## config.mk

```make
export PLATFORM = sky130hd
export DESIGN_NAME = fdef_ctrl
export DESIGN_NICKNAME = d
export VERILOG_FILES = /design/src/rtl/fdef_pkg.sv /design/src/rtl/fdef_ctrl.sv
export SDC_FILE = /design/constraint.sdc
export NUM_CORES = 1
export LEC_CHECK = 0
export ABC_CLOCK_PERIOD_IN_PS = 2100
export BUFFER_PORTS_ARGS = -buffer_cell sky130_fd_sc_hd__buf_2
export CORE_AREA = 2 2 39 41
export CTS_BUF_LIST = sky130_fd_sc_hd__clkbuf_4
export DETAILED_ROUTE_END_ITERATION = 7
export DIE_AREA = 0 0 41 43
export GPL_TIMING_DRIVEN = 0
export SLEW_MARGIN = 40
export SYNTH_ARGS = -nofsm -noshare
export SYNTH_HDL_FRONTEND = slang
export SYNTH_SLANG_ARGS = --single-unit
```

## constraint.sdc

```tcl
create_clock -name clk_i -period 2.1 [get_ports clk_i]
set_input_delay 0.21 -clock clk_i [delete_from_list [all_inputs] [get_ports clk_i]]
set_output_delay 0.21 -clock clk_i [all_outputs]
set_load 0.01 [all_outputs]
```

## src/rtl/fdef_pkg.sv

```systemverilog
package fdef_pkg;

  localparam int unsigned ChW   = 16;
  localparam int unsigned CoW   = 12;
  localparam int unsigned RoW   = 16;
  localparam int unsigned SqXW  = 38;
  localparam int unsigned SqQW  = 19;
  localparam int unsigned SqRW  = 21;
  localparam int unsigned SqItW = 5;
  localparam logic [SqItW-1:0] SqIters = 5'd19;

  localparam int unsigned CfgIdxW  = 3;
  localparam int unsigned CfgDataW = 16;

  localparam logic [CfgIdxW-1:0] CFG_IMAGE_WIDTH  = 3'd0;
  localparam logic [CfgIdxW-1:0] CFG_IMAGE_HEIGHT = 3'd1;
  localparam logic [CfgIdxW-1:0] CFG_INTENSITY    = 3'd2;
  localparam logic [CfgIdxW-1:0] CFG_BORDER_WIDTH = 3'd3;
  localparam logic [CfgIdxW-1:0] CFG_EDGE_MODE    = 3'd4;
  localparam logic [CfgIdxW-1:0] CFG_SIXTEEN_BIT  = 3'd5;

  localparam logic [2:0]     GainMax  = 3'd5;
  localparam logic [ChW-1:0] Mask8    = 16'h00FF;
  localparam logic [ChW-1:0] Mask16   = 16'hFFFF;

  typedef struct packed {
    logic [ChW-1:0] red_in;
    logic [ChW-1:0] green_in;
    logic [ChW-1:0] blue_in;
    logic [ChW-1:0] alpha_in;
  } pix_in_t;

  typedef struct packed {
    logic [ChW-1:0] red_out;
    logic [ChW-1:0] green_out;
    logic [ChW-1:0] blue_out;
    logic [ChW-1:0] alpha_out;
    logic [CoW-1:0] column;
    logic [RoW-1:0] row;
    logic           run_last;
    logic           frame_last;
  } pix_out_t;

  typedef enum logic [3:0] {
    ST_IDLE, ST_PLAN, ST_PICK, ST_RD_C, ST_RD_R, ST_RD_B,
    ST_SQUARE, ST_SUM, ST_ROOT, ST_FIN, ST_OUT
  } state_e;

  typedef enum logic [1:0] {
    RD_CENTER, RD_RIGHT, RD_BELOW
  } rd_sel_e;

  typedef struct packed {
    logic    accept;
    logic    plan;
    logic    pick;
    rd_sel_e rd_sel;
    logic    hold_c;
    logic    hold_r;
    logic    square;
    logic    sum;
    logic    root;
    logic    finish;
  } dp_cmd_t;

  typedef struct packed {
    logic any_left;
    logic root_done;
  } dp_sts_t;

endpackage

```

## src/rtl/fdef_ctrl.sv

```systemverilog
module fdef_ctrl
  import fdef_pkg::*;
(
  input  logic    clk_i,
  input  logic    rst_ni,
  input  logic    in_valid_i,
  output logic    in_stall_o,
  output logic    out_valid_o,
  input  logic    out_stall_i,
  input  dp_sts_t sts_i,
  output dp_cmd_t cmd_o
);

  state_e state_q, state_d;

  always_ff @(posedge clk_i or negedge rst_ni) begin
    if (!rst_ni) begin
      state_q <= ST_IDLE;
    end else begin
      state_q <= state_d;
    end
  end

  always_comb begin
    state_d     = state_q;
    cmd_o       = '0;
    cmd_o.rd_sel = RD_CENTER;
    in_stall_o  = 1'b1;
    out_valid_o = 1'b0;
    unique case (state_q)
      ST_IDLE: begin
        in_stall_o = 1'b0;
        if (in_valid_i) begin
          cmd_o.accept = 1'b1;
          state_d      = ST_PLAN;
        end
      end
      ST_PLAN: begin
        cmd_o.plan = 1'b1;
        state_d    = ST_PICK;
      end
      ST_PICK: begin
        if (sts_i.any_left) begin
          cmd_o.pick = 1'b1;
          state_d    = ST_RD_C;
        end else begin
          state_d = ST_IDLE;
        end
      end
      ST_RD_C: begin
        cmd_o.rd_sel = RD_CENTER;
        state_d      = ST_RD_R;
      end
      ST_RD_R: begin
        cmd_o.rd_sel = RD_RIGHT;
        cmd_o.hold_c = 1'b1;
        state_d      = ST_RD_B;
      end
      ST_RD_B: begin
        cmd_o.rd_sel = RD_BELOW;
        cmd_o.hold_r = 1'b1;
        state_d      = ST_SQUARE;
      end
      ST_SQUARE: begin
        cmd_o.square = 1'b1;
        state_d      = ST_SUM;
      end
      ST_SUM: begin
        cmd_o.sum = 1'b1;
        state_d   = ST_ROOT;
      end
      ST_ROOT: begin
        cmd_o.root = 1'b1;
        if (sts_i.root_done) begin
          state_d = ST_FIN;
        end
      end
      ST_FIN: begin
        cmd_o.finish = 1'b1;
        state_d      = ST_OUT;
      end
      ST_OUT: begin
        out_valid_o = 1'b1;
        if (!out_stall_i) begin
          state_d = ST_PICK;
        end
      end
      default: begin
        state_d = ST_IDLE;
      end
    endcase
  end

endmodule

```

==> flow_metrics.env, run 1 <==
export IMPL_syn_num_nets=48
export IMPL_placed_area_sq_um=419
export IMPL_rsz0062_at_grt="false"
export IMPL_finalWeightedCongestion=0.736
export IMPL_die_h_um=43
export IMPL_design_area_sq_um=452
export IMPL_grt_pass1_vias=311
export IMPL_path_max_fanout=10
export IMPL_skew_ns=0.00158
export IMPL_crit_arrival_ns=1.42
export IMPL_avgSynthCellArea_sq_um=7.36
export IMPL_start_kind="register"
export IMPL_vias=368
export IMPL_layout_common_cells="buf_2, nor2_1, nand2b_1, nor3_1"
export IMPL_maxSlewViolCount=0
export IMPL_drt_iter0_drc=9
export IMPL_max_clock_freq_ghz=0.615
export IMPL_worstSetupEndpointType="output pin"
export IMPL_cts_buffer_depth=2
export IMPL_top_regs="state_q (4)"
export IMPL_postRouteAntennaNets=0
export IMPL_worst_pin_slew_ns=0.255
export IMPL_post_route_min_period_ns=1.63
export IMPL_ys_warn_count=0
export IMPL_synthesis_area_sq_um=309
export IMPL_critPathSlowestCell="dfrtp_1"
export IMPL_largest_reg_flops=4
export IMPL_hpwlAfterDp_um=602
export IMPL_stdcell_count=80
export IMPL_rows=14
export IMPL_power_density_nw_per_um2=1560
export IMPL_async_reset_ff_share_pct=100
export IMPL_hold_viol_final=0
export IMPL_setup_viol=0
export IMPL_cts_setup_buffers=0
export IMPL_final_common_cell="buf_2"
export IMPL_fillers=164
export IMPL_cts_root_buf="clkbuf_4"
export IMPL_status="finished, final reports clean"
export IMPL_grt_max_degree=11
export IMPL_die_w_um=41
export IMPL_worst_path_largest_cell_delay_ns=0.35
export IMPL_clock_latency_ns=0.24
export IMPL_clock_sinks=4
export IMPL_power_uw=704
export IMPL_max_slew_margin_pct=82.8
export IMPL_synthCells=42
export IMPL_path_cells="buf_2 -> nand2b_1 -> nor4b_1 -> buf_2"
export IMPL_die_area_sq_um=1760
export IMPL_yosysUniqueCellTypes=17
export IMPL_worstSetupPathType="reg -> out"
export IMPL_placed_cells=76
export IMPL_firstDrtPassIters=4
export IMPL_tns_ns=0
export IMPL_wl_per_cell_um=10.1
export IMPL_min_path_type="in -> async"
export IMPL_synth_edff_count=0
export IMPL_synthToLayoutAreaGrowth_pct=46.2
export IMPL_coreArea_sq_um=1380
export IMPL_portBuffers=18
export IMPL_ctsResizeCount=0
export IMPL_grt_antenna_before_repair=0
export IMPL_grt_pass1_wl_um=1250
export IMPL_ys_seq_area_share_pct=32.4
export IMPL_post_route_drc_count=0
export IMPL_synth_ff_type="dfrtp_1"
export IMPL_regMostFlops="state_q"
export IMPL_synth_seq_cells=4
export IMPL_track_usage_pct=10.9
export IMPL_cts_buffers_inserted=3
export IMPL_num_io_pins=19
export IMPL_antenna_cells=0
export IMPL_worst_ep_required_time_ns=1.89
export IMPL_fin_crit_sh_pct=77.4
export IMPL_drive_gt1_share_pct=40.6
export IMPL_cts_tree="built"
export IMPL_htree_levels=1
export IMPL_maxCapViolations=0
export IMPL_fin_nets=72
export IMPL_routed_wl_um=805
export IMPL_regArea_sq_um=100
export IMPL_initial_core_util_pct=22.3
export IMPL_routed_via_density=4.60
export IMPL_critPathMostFrequentCell="buf_2"
export IMPL_grt_overflow=0
export IMPL_irDropWorstVdd_v=0.000396
export IMPL_cts_clk_slew_worst_paths_ns=0.04
export IMPL_hold_ws_ns=0.298
export IMPL_multi_input_area_sq_um=171
export IMPL_power_leakage_uw=0.000249
[timing repair]
action,in CTS,in global routing
setup endpoints to repair,0,0
hold buffers,1,0
endpoints found under the hold margin,4,0
[per-layer routing]
| metal | share of wire [%] | GRT usage (%) | vias to the layer above | wire [um] |
|---|---|---|---|---|
| met5 | 0 | 0 | - | 0 |
| met3 | 8.6 | 1.57 | 2 | 69 |
| met2 | 48 | 15.6 | 18 | 387 |
| met1 | 41 | 13.0 | 157 | 329 |
| met4 | 2.4 | 10.0 | 0 | 19 |
| li1 | - | - | 191 | - |
[power breakdown]
group          switching (uW)  internal, uW  total [uW]
registers                15.6           118         133
logic                     273           196         469
clock network            37.7          64.3         102
total                     326           378         704
[stage by stage]
step	setup slack (ns)	util, %
after CTS	0.463	32.6
after detailed placement	0.727	30.3
after floorplan	0.752	-
after global routing	0.420	32.6
after global placement	0.746	30.3
final	0.474	32.6
[path summary, 6_finish.rpt]
check	slack (ns)	startpoint	end	depth (start not counted)
worst max-delay path	0.47	state_q[0]	cmd_o[8]	4
worst min-delay path	0.30	rst_ni	state_q[0]	2
worst max register to register	0.87	state_q[1]	state_q[0]	3
worst min register to register	0.62	state_q[3]	state_q[2]	2
max in group asynchronous	1.69	rst_ni	state_q[2]	2
min in group clk_i	0.30	sts_i[0]	state_q[0]	4
[kinds of logic after synthesis]
kind of cell	count (synthesis)	share of synthesized area, %
buffers and inverters	6	12.1
xor gates and xnor gates	1	2.83
DFF	4	32.4
and+or+nand+nor	29	48.2
AOI/OAI and AO/OA	2	4.45
[worst max-delay path, delay by kind of cell, from the launching register on]
| family | cells | cell delay, ns |
|---|---|---|
| flops | 1 | 0.35 |
| buf+inv | 2 | 0.35 |
| simple gates | 2 | 0.47 |
[synth_stat cells, types with 3 or more instances]
master | n | area (sq um)
nor3_1 | 5 | 25.0
nor4_1 | 3 | 18.8
buf_2 | 3 | 15.0
dfrtp_1 | 4 | 100
nor2_1 | 8 | 30.0
nand2b_1 | 5 | 31.3
nand2_1 | 4 | 15.0
[final cells by class]
cell class	instances	area share [%]
Tap cell	16	4.43
Inverter	1	0.831
Timing Repair Buffer	19	22.2
Multi-Input combinational cell	32	38.0
Clock buffer	3	4.99
Sequential cell	4	22.2
Buffer	5	7.48
(Power assumes the default switching activity.)
==> inputs of run 2 (changes only) <==
Settings changed: ABC_AREA set to 1, ABC_CLOCK_PERIOD_IN_PS 2100 to 1500.
Clock period 2.1 ns to 1.5 ns, I/O delays scaled along.
==> flow_metrics.env, run 2 <==
export IMPL_status="finished, final reports clean"
export IMPL_ys_top_cells_by_count="nand2_1, inv_1, nor2_2"
export IMPL_cts_root_buf="clkbuf_4"
export IMPL_routed_wl_um=781
export IMPL_num_io_pins=19
export IMPL_drive_gt1_share_pct=47.5
export IMPL_irDropWorstVdd_v=0.000587
export IMPL_synth_ff_type="dfrtp_1"
export IMPL_worst_pin_slew_ns=0.272
export IMPL_post_route_min_period_ns=1.39
export IMPL_cts_clk_slew_worst_paths_ns=0.03
export IMPL_hpwlAfterDp_um=694
export IMPL_track_usage_pct=11.3
export IMPL_synthesis_area_sq_um=367
export IMPL_hold_ws_ns=0.254
export IMPL_firstDrtPassIters=4
export IMPL_coreArea_sq_um=1380
export IMPL_worstSetupEndpointType="output pin"
export IMPL_antenna_cells=0
export IMPL_synth_top_cells_by_area="dfrtp_1, nand2_1, nor2_2, inv_1, nand2_2"
export IMPL_max_clock_freq_ghz=0.717
export IMPL_die_h_um=43
export IMPL_synth_seq_cells=4
export IMPL_final_common_cell="buf_2"
export IMPL_wl_per_cell_um=8.14
export IMPL_worst_ep_required_time_ns=1.35
export IMPL_rows=14
export IMPL_fin_crit_sh_pct=93.0
export IMPL_yosysUniqueCellTypes=18
export IMPL_finalWeightedCongestion=0.760
export IMPL_cts_tree="built"
export IMPL_maxCapViolations=0
export IMPL_synth_edff_count=0
export IMPL_htree_levels=1
export IMPL_drt_iter0_drc=16
export IMPL_maxSlewViolCount=0
export IMPL_layout_common_cells="buf_2, nand2_1, inv_1, nor2_2"
export IMPL_power_leakage_uw=0.000334
export IMPL_cts_buffers_inserted=3
export IMPL_grt_max_degree=8
export IMPL_top_regs="state_q (4)"
export IMPL_grt_pass1_vias=333
export IMPL_portBuffers=18
export IMPL_worstSetupPathType="reg -> out"
export IMPL_initial_core_util_pct=26.5
export IMPL_grt_antenna_before_repair=0
export IMPL_start_kind="register"
export IMPL_cts_setup_buffers=0
export IMPL_path_max_fanout=6
export IMPL_min_path_type="in -> async"
export IMPL_max_slew_margin_pct=81.9
export IMPL_largest_reg_flops=4
export IMPL_synth_top_area_share_pct=27.3
export IMPL_clock_latency_ns=0.23
export IMPL_ys_seq_area_share_pct=27.3
export IMPL_final_util_pct=37.0
export IMPL_setup_viol=0
export IMPL_clock_sinks=4
export IMPL_hold_viol_final=0
export IMPL_grt_pass1_wl_um=1280
export IMPL_synth_largest_area_cell="dfrtp_1"
export IMPL_syn_num_nets=64
export IMPL_die_area_sq_um=1760
export IMPL_regToRegSetupSlack_ns=0.38
export IMPL_async_reset_ff_share_pct=100
export IMPL_vias=401
export IMPL_ys_warn_count=0
export IMPL_die_w_um=41
export IMPL_crit_arrival_ns=1.24
export IMPL_tns_ns=0
export IMPL_routed_via_density=4.18
export IMPL_cts_buffer_depth=2
export IMPL_fin_ws_ns=0.106
export IMPL_placed_cells=92
export IMPL_postRouteAntennaNets=0
export IMPL_yosysMostFrequentCell="nand2_1"
export IMPL_power_density_nw_per_um2=2110
export IMPL_synthCells=58
export IMPL_grt_overflow=0
export IMPL_fin_nets=88
export IMPL_place_ws_ns=0.324
export IMPL_avgSynthCellArea_sq_um=6.32
export IMPL_regMostFlops="state_q"
export IMPL_synthToLayoutAreaGrowth_pct=39.6
export IMPL_post_route_drc_count=0
export IMPL_rsz0062_at_grt="false"
export IMPL_skew_ns=0.00118
export IMPL_stdcell_count=96
## run 2: changes by cell type after synthesis, sizes merged, moves of 3 or more
cell    before  now
inv          1   12
nor2         8   12
o21ai        0    3
nand2b       5    0
nor4         3    0
buf          5    1
nand2        4   14
nand3        0    4
## run 2: cell families (layout without fill, tap and decap cells)
group           Yosys count  in the layout  synth area share [%]
compound gates            5              5                  8.53
buf+inv                  15             37                  16.4
simple gates             34             34                  47.8
flops                     4              4                  27.3
## run 2: layout make-up
class	count	area [sq um]
fillers	151	872
multi-input cells	39	209
flip-flops and latches	4	100
repair buffers	19	100
inverters	14	52.6
clock buffers	3	22.5
well taps	16	20.0
plain buffers	1	7.51
## run 2: timing repair
item                                    in CTS  in global routing
endpoints found under the setup margin       0                  1
hold buffers                                 1                  0
hold endpoints to repair                     4                  0
gates resized for setup                      0                  1
## run 2: final timing paths
check | start | depth (start not counted) | end
min in group clk_i | out_stall_i | 4 | state_q[0]
max reg2reg | state_q[1] | 5 | state_q[1]
min reg2reg | state_q[2] | 2 | state_q[2]
max | state_q[1] | 5 | cmd_o[7]
max in group asynchronous | rst_ni | 2 | state_q[2]
min | rst_ni | 2 | state_q[3]
## run 2: routing by layer
| metal | track usage (%) | up-vias | part of all wire, % |
|---|---|---|---|
| li1 | - | 217 | - |
| met1 | 11.4 | 174 | 43 |
| met2 | 17.5 | 10 | 52 |
| met3 | 4.71 | 0 | 4.9 |
| met4 | 8.00 | 0 | 0 |
| met5 | 0 | - | 0 |
## run 2: worst max-delay path, cell delays in order (launching register included)
cell and delay [ns]:
dfrtp_1 0.44, inv_2 0.10, nand2_2 0.09, nor2_2 0.16
buf_4 0.11, buf_2 0.11
## run 2: where the power goes
| group | internal (uW) | total, uW | switching [uW] |
|---|---|---|---|
| sequential | 165 | 262 | 97.2 |
| clock | 89.0 | 126 | 37.1 |
| combinational | 261 | 690 | 429 |
## run 2: per-stage QoR
| step | cell area [sq um] | power (uW) |
|---|---|---|
| 6_report | 512 | 1080 |
| 5_1_grt | 512 | 1210 |
| 4_1_cts | 509 | 1090 |
| 3_5_place_dp | 477 | 953 |
| 3_3_place_gp | 477 | 943 |
| 2_1_floorplan | 367 | 744 |
